$ cat src/hw/rtl/pmd_pkg.sv
// Shared types and constants for the plasma midpoint displacement unit.
`timescale 1ns / 1ps

package pmd_pkg;

	localparam int unsigned POT_W = 16;
	localparam int unsigned COORD_W = 29;
	localparam int unsigned CFG_IDX_W = 3;
	localparam int unsigned CFG_DATA_W = 32;

	localparam logic [31:0] HASH_KEY = 32'hABCD1234;
	localparam logic [POT_W-1:0] POT_MAX = 16'hFFFF;

	typedef logic [POT_W-1:0] pot_t;
	typedef logic [COORD_W-1:0] coord_t;

	typedef enum logic [CFG_IDX_W-1:0] {
		CFG_SEED = 3'd0,
		CFG_TILEABLE = 3'd1,
		CFG_SQUASH_ACTIVE = 3'd2,
		CFG_X_GRAININESS = 3'd3,
		CFG_Y_GRAININESS = 3'd4,
		CFG_X_GRAVITY = 3'd5,
		CFG_Y_GRAVITY = 3'd6,
		CFG_FORCE_CENTRE_MAX = 3'd7
	} cfg_reg_e;

	typedef struct packed {
		logic [31:0] seed;
		logic squash;
		logic [15:0] grain;
		logic [30:0] grav;
	} lane_cfg_t;

	typedef struct packed {
		logic valid;
		logic level_one;
		logic force_max;
		logic tileable;
		pot_t corner;
	} merge_ctl_t;

endpackage

$ cat src/hw/rtl/pmd_merge.sv
// Merge stage: registers the four midpoints and forms the centre potential.
`timescale 1ns / 1ps

module pmd_merge import pmd_pkg::*; (
	input logic clk,
	input logic arst_n,
	input merge_ctl_t ctl,
	input pot_t bottom_mid,
	input pot_t right_mid,
	input pot_t top_mid,
	input pot_t left_mid,
	output logic done_q,
	output pot_t bottom_q,
	output pot_t right_q,
	output pot_t top_q,
	output pot_t left_q,
	output pot_t centre_q
);

	logic [POT_W+1:0] total;
	pot_t centre;

	always_comb begin
		total = 18'(bottom_mid) + 18'(right_mid) + 18'(top_mid) + 18'(left_mid) + 18'd2;
		priority if (ctl.level_one && ctl.force_max) begin
			centre = POT_MAX;
		end else if (ctl.level_one && ctl.tileable) begin
			centre = POT_MAX - ctl.corner;
		end else begin
			centre = total[POT_W+1:2];
		end
	end

	always_ff @(posedge clk or negedge arst_n) begin
		if (!arst_n) begin
			done_q <= 1'b0;
		end else begin
			done_q <= ctl.valid;
		end
	end

	always_ff @(posedge clk) begin
		bottom_q <= bottom_mid;
		right_q <= right_mid;
		top_q <= top_mid;
		left_q <= left_mid;
		centre_q <= centre;
	end

endmodule

$ cat config.mk
export PLATFORM = sky130hd
export DESIGN_NAME = pmd_merge
export DESIGN_NICKNAME = d
export VERILOG_FILES = /design/src/hw/rtl/pmd_pkg.sv /design/src/hw/rtl/pmd_merge.sv
export SDC_FILE = /design/constraint.sdc
export NUM_CORES = 1
export LEC_CHECK = 0
export ABC_AREA = 1
export BUFFER_PORTS_ARGS = -buffer_cell sky130_fd_sc_hd__buf_4
export CORE_ASPECT_RATIO = 0.7
export CORE_MARGIN = 2
export CORE_UTILIZATION = 46
export DETAILED_ROUTE_END_ITERATION = 8
export GPL_TIMING_DRIVEN = 1
export PLACE_DENSITY = 0.84
export SYNTH_ARGS = -nofsm -noshare
export SYNTH_HDL_FRONTEND = slang
export SYNTH_SLANG_ARGS = --single-unit
$ cat constraint.sdc
create_clock -name clk -period 0.8 [get_ports clk]
set_input_delay 0.16 -clock clk [delete_from_list [all_inputs] [get_ports clk]]
set_output_delay 0.16 -clock clk [all_outputs]
set_load 0.01 [all_outputs]
### After elaboration in Yosys (flattened, before gate mapping)

Index checks and enable logic that the tools add are counted.

| word-level totals | value |
|---|---|
| input port bits | 86 |
| register bits after elaboration | 81 |
| logic and storage cells | 14 |

| operators by class | value |
|---|---|
| reduce and logical (&&, ||, !) cells | 2 |
| mux-type cells | 1 |
| $add $sub $neg | 5 |

Operators by type and width:

| operator | count |
|---|---|
| 17-bit by 16-bit adder with 18-bit output | 1 |
| 18-bit by 16-bit adder with 18-bit output | 1 |
| 18-bit by 2-bit adder with 18-bit output (second input constant) | 1 |
| 16-bit by 16-bit adder with 17-bit output | 1 |
| 16-bit 2-to-1 mux | 1 |
| 16-bit subtractor (first input constant) | 1 |
| 1-bit logical AND | 2 |

### Logic depth before layout (Yosys ltp)

| depth | value |
|---|---|
| word-level depth | 5 |
| depth in mapped cells | 16 |
| mapped depth without buffers | 16 |

### Worst setup path after synthesis

Ideal clock, no wire load.

| timing | value |
|---|---|
| path type | input to register |
| start point | input port bottom_mid[2] |
| end point | register centre_q[3] |
| setup time | 0.129 ns |
| setup slack | -1.623 ns |
| path buffers | 0 |
| arrival time | 2.294 ns |
| cell stages on the path | 12 |
| path through | inv_1 -> fa_1 -> fa_1 -> inv_1 -> ha_1 -> a21oi_1 -> o21ai_2 -> nand2_1 -> nand2_2 -> or2_1 -> nand3_1 -> o211ai_1 |

| between the ends | value |
|---|---|
| word-level cells in the longest chain between the ends | 5 |

RTL lines:

| item | line | source |
|---|---|---|
| start, declared | pmd_merge.sv:8 | `input pot_t bottom_mid,` |
| 16-bit by 16-bit adder with 17-bit output | pmd_merge.sv:24 | `total = 18'(bottom_mid) + 18'(right_mid) + 18'(top_mid) + 18'(left_mid) + 18'd2;` |
| 17-bit by 16-bit adder with 18-bit output | pmd_merge.sv:24 |  |
| 18-bit by 16-bit adder with 18-bit output | pmd_merge.sv:24 |  |
| 18-bit by 2-bit adder with 18-bit output | pmd_merge.sv:24 |  |
| 16-bit 2-to-1 mux | pmd_merge.sv:27 | `end else if (ctl.level_one && ctl.tileable) begin` |
| end signal, assigned | pmd_merge.sv:47 | `centre_q <= centre;` |
| end, declared | pmd_merge.sv:17 | `output pot_t centre_q` |

Every way passes these cells.
A chain may end at the register's enable or synchronous reset.

### Worst setup path after layout

| timing | value |
|---|---|
| start point | input port bottom_mid[2] |
| end point | register centre_q[12] |

Same word-level chain as after synthesis.

==> out/qor.txt <==
LAYOUT
----------------------------------------------------------------------------
Area of the multi-input gates .................................   2161 sq um
Number of antenna diodes ......................................            0
Fin nets ......................................................          841
FF/Latch Area .................................................   1725 sq um
Most frequent cells in the layout ............................. 105 x buf_4, 91 x buf_6, 85 x inv_1
Synth-to-Final Area Change ....................................       94.06%
Fraction of final layout cells sized beyond drive strength 1 ..       0.5702
Most common cell after layout, fill and taps aside ............        buf_4
Fill cell instance count of the final layout ..................          264
Non-filler cells in the finished layout .......................          813

FLOORPLANNING
----------------------------------------------------------------------------
# IOs .........................................................          167
Effective utilization at floorplan ............................       0.4767
Placeable Area ................................................   7905 sq um
Vertical die dimension ........................................ 79.73 microns
Horiz. Die Dim ................................................ 112.2 microns
Cell row count ................................................           27
Area enclosed by the die boundary .............................   8945 sq um

STA
----------------------------------------------------------------------------
Final count of negative-setup-slack endpoints .................           97
PnR worst setup slack .........................................    -1.773 ns
Final min period ..............................................     2.573 ns
Number of slew-limit violations in the final report ...........            0
Max Clock Freq ................................................   0.3886 GHz
Final critical-path share of the clock period .................        3.217
Worst-case headroom to the max-slew limit .....................       0.7286
Final number of hold-violating endpoints ......................            0
Slew at the pin closest to its max-slew limit .................    0.4038 ns
Unrepaired setup endpoints after global routing ...............         true

SETUP PATH
----------------------------------------------------------------------------
Crit path DAT .................................................      2.81 ns
Peak fanout along the critical path ...........................            4
Cell with the most instances on the worst path ................      nand2_1
Kind of critical path .........................................       in2reg
Cells along the critical path ................................. buf_8, inv_4, fa_1, fa_1, inv_2, ha_4, nand2_1, inv_2, nand2_2, nand2_4, nand2_2, nand2_4, nand2_2, nand2_1, nand2_1, nand3_1, nand2_1
Required time of the critical path ............................      1.03 ns
Cell type of the slowest stage on the worst timing path .......         fa_1
Crit-path max cell delay ......................................      0.59 ns
Element type at the critical path start ....................... primary input
Crit. End Element .............................................    flip-flop

HOLD PATH
----------------------------------------------------------------------------
Hold Crit Depth ...............................................            2
Hold-critical path endpoint ................................... centre_q[0]$_SDFF_PP1_
Critical hold path startpoint .................................       ctl[0]
Worst min-delay path category .................................       in2reg

YOSYS
----------------------------------------------------------------------------
Number of distinct library cells after synthesis ..............           26
Synthesized flop and latch total ..............................           81
Top cell type's share of synthesized area .....................       0.4250
Post-synthesis instance total .................................          435
Syn Nets ......................................................          569
Post-Syn Area per Cell ........................................  8.663 sq um
Synth area leader .............................................      dfxtp_1
Count of yosys warnings during synthesis ......................            0
Post-synthesis instance area ..................................   3769 sq um
Top post-synthesis cells by area .............................. dfxtp_1 42%, fa_1 16%, inv_1 11%, nand2_1 7.6%, ha_1 5.6%
Proportion of synthesized chip area in sequential cells .......       0.4316

POWER
----------------------------------------------------------------------------
Static leakage power ..........................................     3.605 nW
Gate power share ..............................................        0.506
Internal power component ......................................     11.94 mW
Part of the power in the clock network ........................        0.239
Fraction of power spent switching nets ........................       0.3807
Sw Pwr ........................................................     7.339 mW
Part of the power in registers ................................        0.255
Peak ir drop on the vdd network ...............................     1.911 mV
Power per cell area ........................................... 2636 nW/um^2

OUTCOME
----------------------------------------------------------------------------
Violations in the final reports ............................... setup timing
Result of the run ............................................. finished with violations

CLOCKING
----------------------------------------------------------------------------
Number of buffers created by CTS ..............................            9
CTS root buf ..................................................    clkbuf_16
Clock tree from TritonCTS .....................................        built
Clock-pin transition on the worst setup and hold timing paths .      0.06 ns
Number of clock sinks .........................................           81
Bufs on Longest Clock Path ....................................            2
Depth of the CTS H-tree .......................................            3

DRT
----------------------------------------------------------------------------
Detailed-route via count ......................................        4,540
Aggregate routed wire length .................................. 18,620 microns
First-pass iteration count of the detailed router .............            7
Vias/cell .....................................................        5.584
Detailed router's first-iteration violation count .............          597
Average wire length per cell after detail routing ............. 22.90 microns
Antenna-violating nets left ...................................            0
DRC violations left ...........................................            0

PLACED DESIGN
----------------------------------------------------------------------------
Cell total after placement ....................................          724
HPWL after detailed placement ................................. 7583 microns
Routability cong. .............................................       0.8173
Buffers added on ports ........................................          166
Worst slack at placement ......................................    -1.719 ns

GLOBAL ROUTING
----------------------------------------------------------------------------
Overall track demand over capacity in global routing ..........       0.3785
Global-route wire length before repair ........................ 25,650 microns
Via count of the first global-routing pass ....................        4,724
Antenna violations before repair ..............................            0
Total global routing overflow .................................            0
Pin count of the biggest net entering global routing ..........           21

FLOW RUN
----------------------------------------------------------------------------
Max-cap violations ............................................            0

cell usage after synthesis:
cell type,instances
a21o_1,1
o21ai_0,7
nand3b_1,4
nand2_2,2
ha_1,17
or2_2,3
nand3_2,2
dfrtp_1,1
a21oi_1,16
a21oi_2,1
nor4_1,2
fa_1,31
nand4_1,1
buf_2,1
buf_4,1
clkbuf_1,2
nand3_1,24
o211ai_1,5
nand2_1,76
nor2_1,38
or2_1,3
o21ai_2,1
o21bai_1,2
nor3_1,1
inv_1,113
dfxtp_1,80
metrics by stage:
| stage | utilization | power, mW | cell area, sq um | TNS [ns] | hold slack, ns |
|---|---|---|---|---|---|
| 6_report | 0.9251 | 19.28 | 7313 | -37.37 | 0.03847 |
| 3_3_place_gp | 0.7096 | 11.35 | 5609 | -25.89 | -0.06500 |
| 2_1_floorplan | - | 8.967 | 4036 | -22.04 | -0.1356 |
| 3_5_place_dp | 0.7096 | 11.48 | 5609 | -26.58 | -0.06199 |
| 4_1_cts | 0.9009 | 17.19 | 7122 | -30.90 | 0.01479 |
| 5_1_grt | 0.9251 | 19.82 | 7313 | -39.14 | 0.03952 |
flip-flops by register name (all words and copies together) (netlist names):
name / cells
left_q: 16
top_q: 16
right_q: 16
centre_q: 16
bottom_q: 16
done_q: 1
worst max-delay path by stage:
stage | slack, ns | endpoint | from
final | -1.77 | centre_q[12]$_SDFF_PP1_ | bottom_mid[2]
after global routing | -1.85 | centre_q[12]$_SDFF_PP1_ | bottom_mid[2]
after CTS | -1.32 | centre_q[3]$_SDFF_PP1_ | top_mid[2]
after detailed placement | -1.72 | centre_q[15]$_SDFF_PP1_ | top_mid[2]
after global placement | -1.66 | centre_q[9]$_SDFF_PP1_ | top_mid[2]
after floorplan | -1.46 | centre_q[3]$_SDFF_PP1_ | top_mid[2]
power groups by stage:
stage	clock, mW	sequential (mW)	combinational (mW)
after floorplan	0	5.01	3.95
after global placement	0	4.78	6.57
after detailed placement	0	4.78	6.69
after CTS	4.51	4.86	7.83
after global routing	4.74	4.95	10.1
final	4.60	4.92	9.75
worst max-delay path, delay by kind of cell:
kind	cells	cell delay [ns]
AND/OR/NAND/NOR	10	0.92
buffers and inverters	4	0.28
adder cells (fa/ha/maj)	3	1.43
kinds of logic after synthesis:
| logic type | count (synthesis) | synth area share |
|---|---|---|
| buf+inv | 117 | 0.1179 |
| fa+ha+maj | 48 | 0.2211 |
| compound gates | 33 | 0.05113 |
| simple gates | 156 | 0.1783 |
| flops | 81 | 0.4316 |
per-layer routing:
layer	part of all wire	wire length, microns	track usage
met1	0.34	6401	0.4003
met2	0.47	8821	0.6898
met3	0.11	2103	0.1222
met4	0.069	1292	0.1817
met5	0	0	0
timing repair:
item | 4_1_cts | 5_1_grt
hold buffers | 65 | 0
pin swaps | 24 | 19
gates resized for setup | 178 | 66
cloned | 0 | 0
endpoints found under the setup margin | 97 | 97
setup buffers | 4 | 4
hold endpoints to repair | 65 | 0
layout make-up:
type / count / share of cell area
multi-input combinational: 237 / 0.2955
clock buffer: 11 / 0.03319
tap: 101 / 0.01728
clock inverter: 5 / 0.01095
timing repair buffer: 265 / 0.3465
inverter: 113 / 0.06074
sequential: 81 / 0.2359
(Power assumes the default switching activity.)
