<file path="src/hw/rtl/pmd_pkg.sv">
// Shared types and constants for the plasma midpoint displacement unit.
`timescale 1ns / 1ps

package pmd_pkg;

	localparam int unsigned POT_W = 16;
	localparam int unsigned COORD_W = 29;
	localparam int unsigned CFG_IDX_W = 3;
	localparam int unsigned CFG_DATA_W = 32;

	localparam logic [31:0] HASH_KEY = 32'hABCD1234;
	localparam logic [POT_W-1:0] POT_MAX = 16'hFFFF;

	typedef logic [POT_W-1:0] pot_t;
	typedef logic [COORD_W-1:0] coord_t;

	typedef enum logic [CFG_IDX_W-1:0] {
		CFG_SEED = 3'd0,
		CFG_TILEABLE = 3'd1,
		CFG_SQUASH_ACTIVE = 3'd2,
		CFG_X_GRAININESS = 3'd3,
		CFG_Y_GRAININESS = 3'd4,
		CFG_X_GRAVITY = 3'd5,
		CFG_Y_GRAVITY = 3'd6,
		CFG_FORCE_CENTRE_MAX = 3'd7
	} cfg_reg_e;

	typedef struct packed {
		logic [31:0] seed;
		logic squash;
		logic [15:0] grain;
		logic [30:0] grav;
	} lane_cfg_t;

	typedef struct packed {
		logic valid;
		logic level_one;
		logic force_max;
		logic tileable;
		pot_t corner;
	} merge_ctl_t;

endpackage

</file>
<file path="src/hw/rtl/pmd_lane.sv">
// One edge-midpoint lane: hash, scramble, scale, gravity and clip over four stages.
`timescale 1ns / 1ps

module pmd_lane import pmd_pkg::*; (
	input logic clk,
	input pot_t pa,
	input pot_t pb,
	input logic [31:0] x,
	input logic [31:0] y,
	input logic [4:0] level,
	input lane_cfg_t cfg,
	output pot_t sum_s4
);

	function automatic logic [31:0] fold_coord(input logic [31:0] v);
		fold_coord = v ^ (v >> 5) ^ (v >> 10) ^ (v >> 15) ^ (v >> 20) ^ (v >> 25) ^ (v >> 30);
	endfunction

	logic [31:0] hash;
	logic [31:0] t1;
	logic [31:0] w1;
	logic [4:0] rot;
	logic zero;
	pot_t mean;

	logic [31:0] w_s1;
	logic c_s1;
	logic [4:0] rot_s1;
	logic zero_s1;
	pot_t mean_s1;
	logic [4:0] level_s1;

	logic [63:0] rot_wide;
	logic [31:0] r1;
	logic [31:0] t2;
	logic [31:0] w2;

	logic signed [14:0] rnd_s2;
	pot_t mean_s2;
	logic [4:0] level_s2;

	logic signed [16:0] grain_s;
	logic signed [31:0] prod;
	logic [5:0] gshift;
	logic [30:0] gterm;

	logic signed [31:0] prod_s3;
	logic [30:0] gterm_s3;
	pot_t mean_s3;
	logic [4:0] level_s3;

	logic signed [31:0] scaled;
	logic signed [33:0] sum;
	pot_t clipped;

	always_comb begin
		hash = {16'h0000, pa} ^ {pb, 16'h0000} ^ {x[15:0], x[31:16]} ^ y ^ cfg.seed ^ HASH_KEY;
		t1 = {1'b1, hash[31:1]} ^ (hash << 12);
		w1 = t1 ^ (t1 >> 20);
		rot = 5'(fold_coord(x) ^ fold_coord(y));
		zero = cfg.squash && (x == 32'd0) && (y == 32'd0);
		mean = 16'((17'(pa) + 17'(pb) + 17'd1) >> 1);
	end

	always_ff @(posedge clk) begin
		w_s1 <= w1;
		c_s1 <= hash[0];
		rot_s1 <= rot;
		zero_s1 <= zero;
		mean_s1 <= mean;
		level_s1 <= level;
	end

	always_comb begin
		rot_wide = {w_s1, w_s1} << rot_s1;
		r1 = rot_wide[63:32];
		t2 = {c_s1, r1[31:1]} ^ (r1 << 12);
		w2 = zero_s1 ? 32'd0 : (t2 ^ (t2 >> 20));
	end

	always_ff @(posedge clk) begin
		rnd_s2 <= $signed(w2[31:17]);
		mean_s2 <= mean_s1;
		level_s2 <= level_s1;
	end

	always_comb begin
		grain_s = $signed({1'b0, cfg.grain});
		prod = grain_s * rnd_s2;
		gshift = {level_s2, 1'b0};
		gterm = gshift[5] ? 31'd0 : (cfg.grav >> gshift[4:0]);
	end

	always_ff @(posedge clk) begin
		prod_s3 <= prod;
		gterm_s3 <= gterm;
		mean_s3 <= mean_s2;
		level_s3 <= level_s2;
	end

	always_comb begin
		scaled = prod_s3 >>> level_s3;
		sum = 34'(scaled) - $signed({3'b000, gterm_s3}) + $signed({18'h00000, mean_s3});
		if (sum < 34'sd0) begin
			clipped = '0;
		end else if (sum > $signed({18'h00000, POT_MAX})) begin
			clipped = POT_MAX;
		end else begin
			clipped = sum[POT_W-1:0];
		end
	end

	always_ff @(posedge clk) begin
		sum_s4 <= clipped;
	end

endmodule

</file>
<file path="config.mk">
export PLATFORM = sky130hd
export DESIGN_NAME = pmd_lane
export DESIGN_NICKNAME = d
export VERILOG_FILES = /design/src/hw/rtl/pmd_pkg.sv /design/src/hw/rtl/pmd_lane.sv
export SDC_FILE = /design/constraint.sdc
export NUM_CORES = 1
export LEC_CHECK = 0
export BUFFER_PORTS_ARGS = -buffer_cell sky130_fd_sc_hd__buf_2
export CAP_MARGIN = 20
export CELL_PAD_IN_SITES_DETAIL_PLACEMENT = 1
export CELL_PAD_IN_SITES_GLOBAL_PLACEMENT = 1
export CORE_ASPECT_RATIO = 0.75
export CORE_MARGIN = 5
export CORE_UTILIZATION = 25
export DETAILED_ROUTE_END_ITERATION = 6
export PLACE_DENSITY_LB_ADDON = 0.1
export SYNTH_ARGS = -nofsm -noshare
export SYNTH_HDL_FRONTEND = slang
export SYNTH_SLANG_ARGS = --single-unit
</file>
<file path="constraint.sdc">
create_clock -name clk -period 5.9 [get_ports clk]
set_input_delay 0.295 -clock clk [delete_from_list [all_inputs] [get_ports clk]]
set_output_delay 0.295 -clock clk [all_outputs]
set_load 0.02 [all_outputs]
</file>
==> After elaboration in Yosys (flattened, before gate mapping) <==
Cells that the tools add are included.
{ "classes": {"n_addsub": 4, "n_mul": 1, "n_lt_le_gt_ge": 2, "n_shift": 3, "muxes": 1, "bitwise_logic": 22, "n_reduce_logical": 4} }
{ "ops": {"columns": ["operator", "count"], "rows": [
  ["32-bit bitwise XOR", 5],
  ["32-bit logical NOT", 2],
  ["64-bit by 5-bit left shift with 64-bit output", 1],
  ["32-bit by 12-bit bitwise XOR with 32-bit output", 2],
  ["5-bit bitwise XOR", 11],
  ["34-bit by 17-bit adder with 34-bit output", 1],
  ["34-bit by 17-bit greater-than comparator with 1-bit output (second input constant)", 1],
  ["34-bit by 1-bit < comparator with 1-bit output (second input constant)", 1],
  ["32-bit by 32-bit subtractor with 33-bit output", 1],
  ["17-bit by 15-bit multiplier with 32-bit output", 1],
  ["32-bit by 5-bit >>> shifter with 32-bit output", 1],
  ["16-bit by 32-bit bitwise XOR with 32-bit output", 1],
  ["31-bit by 5-bit >> shifter with 31-bit output", 1],
  ["16-bit by 16-bit adder with 17-bit output", 1],
  ["17-bit by 1-bit adder with 17-bit output (second input constant)", 1],
  ["16-bit two-way mux", 1],
  ["15-bit inverter", 1],
  ["5-bit by 2-bit bitwise XOR with 5-bit output", 2],
  ["1-bit logical AND", 2]
]} }
{ "word_totals": {"regBits": 196, "output_inout_bits": 16, "elab_cells": 51} }

==> Logic depth before layout (Yosys ltp) <==
Gate-level depths: netlist of run 1.
{ "logic_depth": {"ltp_word": 7, "depth_mapped": 31, "mapped_depth_nobuf": 29} }

==> Least setup slack after synthesis of run 1 <==
OpenSTA, ideal clock, no wires.
{ "synth_path": {"path_type": "register to register", "startpoint": "register rnd_s2[6]", "endpoint": "register prod_s3[31]", "setup_time_ps": 121, "t_arrival_ps": 6091, "required_time_ps": 5779, "slack_ps": -311, "path_stages_with_launch": 27, "path_cell_list": "dfxtp_1 clkbuf_1 nand2_1 fa_1 inv_1 fa_1 inv_1 fa_1 inv_1 fa_1 inv_1 fa_1 inv_1 fa_1 ha_1 a21o_1 a21o_1 a21o_1 nand2_1 nand2_1 a211oi_1 o311ai_0 a31o_2 a21o_1 a21oi_1 o21bai_1 xnor2_1"} }
{ "synth_via": {"elab_chain_cells": 1} }
{ "synth_rtl": {"columns": ["element", "line_no", "rtl"], "rows": [
  ["start: declaration", "pmd_lane.sv:38", "logic signed [14:0] rnd_s2;"],
  ["start signal: assignment", "pmd_lane.sv:82", "rnd_s2 <= $signed(w2[31:17]);"],
  ["17-bit by 15-bit multiplier with 32-bit output", "pmd_lane.sv:89", "prod = grain_s * rnd_s2;"],
  ["via prod[31]", "pmd_lane.sv:43", "logic signed [31:0] prod;"],
  ["end signal: assignment", "pmd_lane.sv:95", "prod_s3 <= prod;"],
  ["end: declaration", "pmd_lane.sv:47", "logic signed [31:0] prod_s3;"]
]} }
The timed path passes the listed nets, and every way through them passes these cells.
A chain may end at the register's enable or synchronous reset.

==> Final worst setup path of run 1 <==
{ "layout_path": {"startpoint": "register level_s3[0]", "endpoint": "register sum_s4[2]"} }
{ "layout_via": {"elab_chain_cells": 5} }
{ "layout_rtl": {"columns": ["element", "line_no", "rtl"], "rows": [
  ["start: declaration", "pmd_lane.sv:50", "logic [4:0] level_s3;"],
  ["start signal: assignment", "pmd_lane.sv:98", "level_s3 <= level_s2;"],
  ["32-bit by 5-bit >>> shifter with 32-bit output (*)", "pmd_lane.sv:102", "scaled = prod_s3 >>> level_s3;"],
  ["32-bit by 32-bit subtractor with 33-bit output (*)", "pmd_lane.sv:103", "sum = 34'(scaled) - $signed({3'b000, gterm_s3}) + $signed({18'h00000, mean_s3});"],
  ["34-bit by 17-bit adder with 34-bit output (*)", "pmd_lane.sv:103", null],
  ["34-bit by 17-bit greater-than comparator with 1-bit output", "pmd_lane.sv:106", "end else if (sum > $signed({18'h00000, POT_MAX})) begin"],
  ["16-bit two-way mux", "pmd_lane.sv:106", null],
  ["end signal: assignment", "pmd_lane.sv:114", "sum_s4 <= clipped;"],
  ["end: declaration", "pmd_lane.sv:12", "output pot_t sum_s4"]
]} }
Mark *: on every way between the ends. The rest lies on a longest branch, timed or not.

==> results of run 1 <==
[what timing repair did]
item | in CTS | in global routing
endpoints found under the hold margin | 5 | 0
setup endpoints to repair | 26 | 25
pin swaps | 76 | 62
buffers inserted | 34 | 13
gates cloned | 3 | 0
hold buffers | 5 | 0
resized for setup | 132 | 95
[synth_stat cells, drive strengths merged, types with 4 or more instances]
master	instances	area, sq um
a2111o	4	45.04
a211oi	43	337.8
a21boi	4	30.03
a21o	38	285.3
a21oi	115	579.3
a31oi	10	62.56
a41oi	15	176.4
and2	83	519.3
and3	15	93.84
buf	28	136.4
clkbuf	80	300.3
dfxtp	196	3924
fa	184	3684
ha	178	2227
inv	266	998.5
mux2	48	540.5
mux2i	98	980.9
mux4	45	1013
nand2	276	1036
nand2b	23	143.9
nand3	20	100.1
nand4	14	87.58
nor2	152	578.1
nor2b	19	118.9
nor3	21	105.1
nor4	25	190.2
o211ai	12	108.9
o21a	12	90.09
o21ai	110	550.5
o21bai	14	105.1
o22ai	5	31.28
o311ai	5	43.79
o31ai	5	37.54
or2	8	50.05
or3	7	43.79
or4	4	30.03
xnor2	212	1857
xor2	69	604.3
[area by class of cell]
class / instances / area share [%]
inverter: 267 / 3.480
tap: 1152 / 5.005
multi-input combinational: 1931 / 61.16
clock inverter: 14 / 0.7211
sequential: 196 / 13.77
timing repair buffer: 573 / 14.39
clock buffer: 17 / 1.477
[sequential cells by signal, indices dropped and copies added, names as in the netlist]
name      flops
mean_s2      16
gterm_s3     31
mean_s1      16
zero_s1       1
rot_s1        5
level_s2      5
mean_s3      16
c_s1          1
rnd_s2       15
prod_s3      32
w_s1         32
level_s3      5
sum_s4       16
level_s1      5
[cell families (layout without fill, tap and decap cells)]
logic type | after synthesis | in the layout | synth area share [%]
AND/OR/NAND/NOR | 678 | 678 | 14.37
multiplexers | 191 | 191 | 11.40
XOR/XNOR | 281 | 281 | 11.07
adder cells (fa/ha/maj) | 362 | 362 | 26.58
buffers and inverters | 375 | 871 | 6.472
flip-flops | 196 | 196 | 17.65
AO/OA/AOI/OAI | 419 | 419 | 12.46
[metrics by stage]
| stage | TNS (ns) | instances | setup WS, ns |
|---|---|---|---|
| floorplan | -0.004728 | 2502 | -0.004728 |
| global placement | -8.109 | 4066 | -0.4821 |
| detailed placement | -9.307 | 4066 | -0.4839 |
| CTS | -0.2560 | 4138 | -0.08544 |
| global route | -6.155 | 4150 | -0.3086 |
| finish | -0.8856 | 4150 | -0.07769 |
[worst max-delay path: stages (launching register included)]
cell,delay (ns)
dfxtp_4,0.38
buf_12,0.14
mux4_2,0.57
mux4_2,0.50
nor2_2,0.11
a21oi_2,0.06
ha_2,0.20
a21o_1,0.19
or4_4,0.44
o21ai_4,0.20
o21ai_2,0.08
a41oi_1,0.24
xnor2_1,0.11
ha_1,0.36
nand3_2,0.13
nor2_4,0.12
buf_6,0.10
a221o_1,0.24
buf_6,0.14
nand4_1,0.13
or4b_4,0.54
a211o_1,0.34
o31ai_4,0.08
buf_12,0.16
buf_12,0.13
a41oi_2,0.12
[routing by layer]
metal	GRT usage, %	wire length (um)	share of wire, %
met1	26.57	43940	53
met2	27.64	36880	44
met3	1.934	1935	2.3
met4	2.306	619	0.74
met5	0	0	0
[worst max path at each step]
stage                               from              endpoint  depth (start not counted)
floorplan           rnd_s2[6]$_SDFF_PP0_   prod_s3[31]$_DFF_P_                         26
global placement    rnd_s2[1]$_SDFF_PP0_   prod_s3[22]$_DFF_P_                         22
detailed placement  rnd_s2[1]$_SDFF_PP0_   prod_s3[22]$_DFF_P_                         24
CTS                 rnd_s2[2]$_SDFF_PP0_   prod_s3[24]$_DFF_P_                         23
global route        rnd_s2[2]$_SDFF_PP0_   prod_s3[24]$_DFF_P_                         23
finish               level_s3[0]$_DFF_P_  sum_s4[2]$_SDFF_PN0_                         25
==> reports/metrics.yaml, run 1 <==
outcome: "complete, but fails checks"
violations: "setup timing"
max_slew_margin_pct: 27.99
grt_pass1_vias: 21148
fp.dieW_um: 354.4
fin_crit_sh_pct: 101.3
synth_cell_types: 80
holdPathEnd: "gterm_s3[26]$_SDFF_PP0_"
syn_nets: 3046
fin_crit_ns: 5.978
drt_wl_total_um: 83390
cts.clk_slew.worst_paths_ns: 0.08
syn_area_per_cell_sq_um: 8.886
vias_per_cell: 4.674
finalHoldViolations: 0
start_util_pct: 25.27
mostFrequentLayoutCell: "buf_4"
multiInputGateArea_sq_um: 17610
synth-seq-area-share_pct: 17.65
vias: 19398
wl_per_cell_um: 20.09
cts_sinks: 196
cp.arrival_ns: 6.35
htree_levels: 4
postRouteAntennaNets: 0
synth_area_sq_um: 22230
final_nets: 3530
drc_errors: 0
final_cell_area_sq_um: 28800
worst_r2r_path_depth: 25
rrSetupSlack_ns: -0.08
grt_start_max_net_pins: 42
worstMarginPinSlew_ns: 1.080
drive_gt1_share_pct: 29.09
num_rows: 94
ys_warn_count: 0
numCtsBuffers: 17
seqCellArea_sq_um: 3966
layout_common_cells: "332 x buf_4, 267 x nand2_1, 256 x inv_1, 208 x xnor2_1, 197 x buf_2"
ios: 198
die_h_um: 268.3
drv_cap: 0
clock_path_buffers: 2
portBuffers: 197
critPathKind: "flop to flop"
cts_tree: "done"
antennaDiodeCount: 0
r2r-end: "sum_s4[2]$_SDFF_PN0_"
dieArea_sq_um: 95060
synth_cells: 2502
drtIter0Drc: 917
area_delta_synth_final_pct: 29.54
nFillCells: 10227
rsz0062_at_grt: "yes"
utilization_pct: 32.74
antenna_found_initial: 1
drt_first_pass_iters: 5
synth.ff_latch_count: 196
overflow: 0
end_kind: "flop"
synth_edf_count: 0
worstHoldStart: "cfg[28]"
clock_skew_ns: 0.02402
setup_viol: 20
grtUsageTotal_pct: 17.56
hold_path_class: "input pin to flop"
setup_ws_ns: -0.07769
ctsRootBufferMaster: "clkbuf_16"
coreArea_sq_um: 87970
place_area_sq_um: 26840
crit_fanout: 8
hold_depth: 3
async_flop_share_pct: 0
dp_hpwl_um: 71760
fmax_ghz: 0.1673
finalHoldWorstSlack_ns: 0.1303
place.gp.congestion: 0.8568
synth_ff_type: "dfxtp_1"
critPathLaunchType: "flop"
r2r-start: "level_s3[0]$_DFF_P_"
grt_pass1_wl_um: 129100
maxSlewViolCount: 0
insertion_delay_ns: 0.51
required_ns: 6.27
Power of run 1 is not shown: default switching activity piles up to over one toggle a cycle in this logic, so the estimate is an artifact.
==> run 2: changes to the inputs <==
==> constraint.sdc (replaced) <==
create_clock -name clk -period 6.5 [get_ports clk]
set_input_delay 0.325 -clock clk [delete_from_list [all_inputs] [get_ports clk]]
set_output_delay 0.325 -clock clk [all_outputs]
set_load 0.02 [all_outputs]
==> run 2 against run 1 <==
Sequential share of layout area increased by 1.3 points. The flow now finishes without violations. Die area stayed put. Largest cell class unchanged. Utilization fell by 2.9 points. Highest routed layer unchanged. Cell count shrank 5.3%. Clock-buffer cell count is 1 higher. Worst hold slack gained 0.027 ns.
==> reports/metrics.yaml, run 2 (synthesis results as in run 1) <==
drv_cap: 0
cp.arrival_ns: 6.60
start_util_pct: 25.27
place.gp.congestion: 0.8605
worstMarginPinSlew_ns: 1.086
vias: 18533
place_area_sq_um: 25400
grtUsageTotal_pct: 16.57
cts.clk_slew.worst_paths_ns: 0.09
postRouteAntennaNets: 0
antenna_found_initial: 2
nFillCells: 10352
final_cell_area_sq_um: 26280
maxSlewViolCount: 0
die_h_um: 268.3
instances_no_fill: 3928
critPathLaunchType: "flop"
insertion_delay_ns: 0.51
vias_per_cell: 4.718
finalHoldViolations: 0
htree_levels: 4
drive_gt1_share_pct: 19.34
outcome: "complete, no violations"
cts_tree: "done"
grt_pass1_vias: 19824
layout_common_cells: "275 x nand2_1, 264 x inv_1, 212 x xnor2_1, 197 x buf_2"
fp.dieW_um: 354.4
mostFrequentLayoutCell: "nand2_1"
clock_skew_ns: 0.02025
area_delta_synth_final_pct: 18.18
ctsRootBufferMaster: "clkbuf_16"
fin_crit_ns: 6.212
critPathKind: "flop to flop"
end_kind: "flop"
dieArea_sq_um: 95060
place_inst: 3884
numCtsBuffers: 17
hold_path_class: "input pin to flop"
portBuffers: 197
required_ns: 6.89
cts_sinks: 196
clock_path_buffers: 2
max_slew_margin_pct: 27.62
grt_start_max_net_pins: 42
fin_crit_sh_pct: 95.56
top_regs: "prod_s3 x32, w_s1 x32, gterm_s3 x31"
setup_viol: 0
ios: 198
wl_per_cell_um: 20.00
crit_fanout: 7
drt_first_pass_iters: 4
antennaDiodeCount: 0
overflow: 0
dp_hpwl_um: 67570
grt_pass1_wl_um: 121500
drc_errors: 0
coreArea_sq_um: 87970
final_nets: 3308
fmax_ghz: 0.1610
drt_wl_total_um: 78570
drtIter0Drc: 891
num_rows: 94
run 2: cell count changes in the layout (fill, tap and decap cells not counted), moves of 9 or more:
cell and delta:
a21oi_1 +18, a21oi_2 -16, buf_4 -200, buf_6 -13, ha_1 +11, mux2i_1 +9, nor2_1 +10, o21ai_0 +20
o21ai_2 -11
run 2: layout make-up:
type	instances	area (sq um)	area share (%)
repair buffers	351	2318	8.824
multi-input cells	1931	16960	64.56
clock buffers	18	439.2	1.671
inverters	267	1002	3.814
clock inverters	13	155.1	0.5905
flip-flops and latches	196	3955	15.05
well taps	1152	1441	5.486
run 2: path summary, 6_finish.rpt:
path / startpoint / to / slack [ns] / depth (start not counted)
worst max-delay path: rnd_s2[0]$_SDFF_PP0_ / prod_s3[24]$_DFF_P_ / 0.29 / 24
worst min-delay path: cfg[30] / gterm_s3[30]$_SDFF_PP0_ / 0.16 / 3
worst max register to register: rnd_s2[0]$_SDFF_PP0_ / prod_s3[24]$_DFF_P_ / 0.29 / 24
worst min register to register: mean_s2[7]$_DFF_P_ / mean_s3[7]$_DFF_P_ / 0.33 / 0
run 2: repair_timing:
action | 4_1_cts | 5_1_grt
pin swaps | 1 | 7
gates resized for setup | 16 | 38
endpoints found under the setup margin | 21 | 21
cloned | 0 | 1
hold buffers | 5 | 0
endpoints found under the hold margin | 5 | 0
setup buffers | 0 | 6
run 2: layer usage:
| layer | vias up | global-route usage, % | share of wire [%] |
|---|---|---|---|
| li1 | 8942 | - | - |
| met5 | - | 0 | 0 |
| met3 | 38 | 2.599 | 3.3 |
| met2 | 243 | 25.87 | 44 |
| met1 | 9310 | 24.59 | 52 |
| met4 | 0 | 2.622 | 0.93 |
run 2: metrics by stage:
stage          utilization, %  setup slack, ns  hold slack [ns]  setup TNS, ns
2_1_floorplan               -           0.2886           0.3096              0
3_3_place_gp            28.84          -0.2198           0.3115         -3.127
3_5_place_dp            28.87          -0.2374           0.3135         -3.911
4_1_cts                 29.63          0.06440           0.1144              0
5_1_grt                 29.87         -0.02119           0.1627       -0.05282
6_report                29.87           0.2885           0.1571              0
run 2: worst max-delay path: stages, from the launching register on:
cell and delay (ns):
dfxtp_2 0.45, nand2_1 0.11, fa_1 0.54, inv_1 0.05
fa_1 0.53, inv_1 0.05, fa_1 0.49, inv_1 0.06
fa_1 0.53, inv_1 0.05, fa_1 0.47, inv_1 0.05
fa_1 0.48, ha_4 0.28, a21oi_1 0.16, nor2b_1 0.10
a211oi_2 0.23, o21ai_2 0.11, a211oi_2 0.25, nor2_2 0.10
o211a_1 0.24, o21a_1 0.21, o21ai_1 0.17, a21oi_1 0.12
xor2_1 0.27
Power of run 2 is left out for the same reason.
==> run 3: changes to the inputs <==
--- a/config.mk
+++ b/config.mk
@@ -12,8 +12,10 @@
 export CORE_ASPECT_RATIO = 0.75
 export CORE_MARGIN = 5
 export CORE_UTILIZATION = 25
+export CTS_BUF_LIST = sky130_fd_sc_hd__clkbuf_4 sky130_fd_sc_hd__clkbuf_8
 export DETAILED_ROUTE_END_ITERATION = 6
 export PLACE_DENSITY_LB_ADDON = 0.1
+export RECOVER_POWER = 100
 export SYNTH_ARGS = -nofsm -noshare
 export SYNTH_HDL_FRONTEND = slang
 export SYNTH_SLANG_ARGS = --single-unit
==> run 3 against run 2 <==
Cell area fell by 1.0%. Utilization fell by 0.30 points. Die area did not move. Fmax fell by 0.30%. Via count fell by 0.13%. Flip-flop and latch count did not move. Setup slack got worse by 0.019 ns. Cell count barely moved. Routed wire length barely moved. Non-clock buffer count fell by 3. Clock-buffer cell count did not move. Critical endpoint unchanged.
==> reports/metrics.yaml, run 3 (synthesis results as in run 1) <==
outcome: "complete, no violations"
rrSetupSlack_ns: 0.27
rsz0062_at_grt: "yes"
area_delta_synth_final_pct: 16.97
grt_pass1_vias: 19832
clock_skew_ns: 0.03340
fp.dieW_um: 354.4
insertion_delay_ns: 0.58
max_slew_margin_pct: 17.99
die_h_um: 268.3
utilization_pct: 29.56
drive_gt1_share_pct: 18.36
grt_start_max_net_pins: 42
grt_pass1_wl_um: 121400
antenna_found_initial: 2
end_kind: "flop"
drt_wl_total_um: 78520
fin_crit_ns: 6.230
holdPathEnd: "gterm_s3[30]$_SDFF_PP0_"
start_util_pct: 25.27
htree_levels: 4
critPathLaunchType: "flop"
wl_per_cell_um: 20.01
hold_path_class: "input pin to flop"
drtIter0Drc: 744
finalHoldViolations: 0
worstHoldStart: "cfg[30]"
maxSlewViolCount: 0
vias_per_cell: 4.716
worst_r2r_path_depth: 25
drt_first_pass_iters: 5
hold_depth: 3
numCtsBuffers: 17
fin_crit_sh_pct: 95.85
worstMarginPinSlew_ns: 1.230
r2r-end: "prod_s3[24]$_DFF_P_"
finalHoldWorstSlack_ns: 0.08187
layout_common_cells: "276 x nand2_1, 264 x inv_1, 212 x xnor2_1, 184 x fa_1, 183 x dfxtp_1"
postRouteAntennaNets: 0
required_ns: 6.95
clock_path_buffers: 2
dp_hpwl_um: 67570
critPathKind: "flop to flop"
cp.arrival_ns: 6.68
fmax_ghz: 0.1605
top_regs: "prod_s3 x32, w_s1 x32, gterm_s3 x31"
final_nets: 3305
cp_common_cell: "fa_1"
dieArea_sq_um: 95060
cts_sinks: 196
instances_no_fill: 3925
num_rows: 94
place_inst: 3884
antennaDiodeCount: 0
mostFrequentLayoutCell: "nand2_1"
portBuffers: 197
overflow: 0
grtUsageTotal_pct: 16.52
max_stage_delay_ns: 0.55
cp_slowest_cell: "fa_1"
vias: 18509
ctsRootBufferMaster: "clkbuf_8"
ios: 198
r2r-start: "rnd_s2[3]$_SDFF_PP0_"
crit_fanout: 10
drv_cap: 0
cts.clk_slew.worst_paths_ns: 0.12
cts_tree: "done"
setup_viol: 0
coreArea_sq_um: 87970
place.gp.congestion: 0.8605
drc_errors: 0
run 3: cell count changes in the layout (fill, tap and decap cells not counted), sizes merged:
cell	previous run	this run
clkbuf	19	39
buf	345	322
run 3: layout make-up:
cell class                      instances  area, sq um
Clock inverter                         13        155.1
Fill cell                           10394        61970
Tap cell                             1152         1441
Timing Repair Buffer                  348         2261
Clock buffer                           18        247.7
Inverter                              267         1002
Multi-Input combinational cell       1931        16950
Sequential cell                       196         3955
run 3: through the flow:
stage	cell area, sq um	setup TNS, ns	setup WS (ns)
2_1_floorplan	22230	0	0.2886
3_3_place_gp	25370	-3.127	-0.2198
3_5_place_dp	25400	-3.911	-0.2374
4_1_cts	25870	0	0.02457
5_1_grt	26010	-0.1002	-0.06820
6_report	26010	0	0.2699
run 3: routing by layer:
layer  routed length [um]  vias to the layer above  track usage (%)
li1                     -                     8936                -
met3                 2506                       34            2.843
met5                    0                        -                0
met2                34520                      219            25.86
met1                40900                     9320            24.56
met4                  587                        0            2.002
run 3: worst max path at each step:
stage / from / end / cells after the start
6_report: rnd_s2[3]$_SDFF_PP0_ / prod_s3[24]$_DFF_P_ / 25
5_1_grt: rnd_s2[2]$_SDFF_PP0_ / prod_s3[31]$_DFF_P_ / 25
4_1_cts: rnd_s2[2]$_SDFF_PP0_ / prod_s3[31]$_DFF_P_ / 25
3_5_place_dp: level_s3[1]$_DFF_P_ / sum_s4[14]$_SDFF_PN0_ / 24
3_3_place_gp: rnd_s2[6]$_SDFF_PP0_ / prod_s3[31]$_DFF_P_ / 26
2_1_floorplan: rnd_s2[6]$_SDFF_PP0_ / prod_s3[31]$_DFF_P_ / 26
run 3: what timing repair did:
item	in CTS	in global routing
buffers inserted	0	3
endpoints found under the setup margin	22	22
hold endpoints to repair	5	0
hold buffers	5	0
gates resized for setup	15	30
pin swaps	1	4
gates cloned	0	1
run 3: worst max-delay path, delay by kind of cell (launching register included):
family,cells,cell delay [ns]
AOI/OAI and AO/OA,8,1.49
buffers and inverters,6,0.42
and+or+nand+nor,3,0.29
DFF,1,0.34
adders and majority gates,7,3.28
xor gates and xnor gates,1,0.26
Power of run 3 is left out for the same reason.
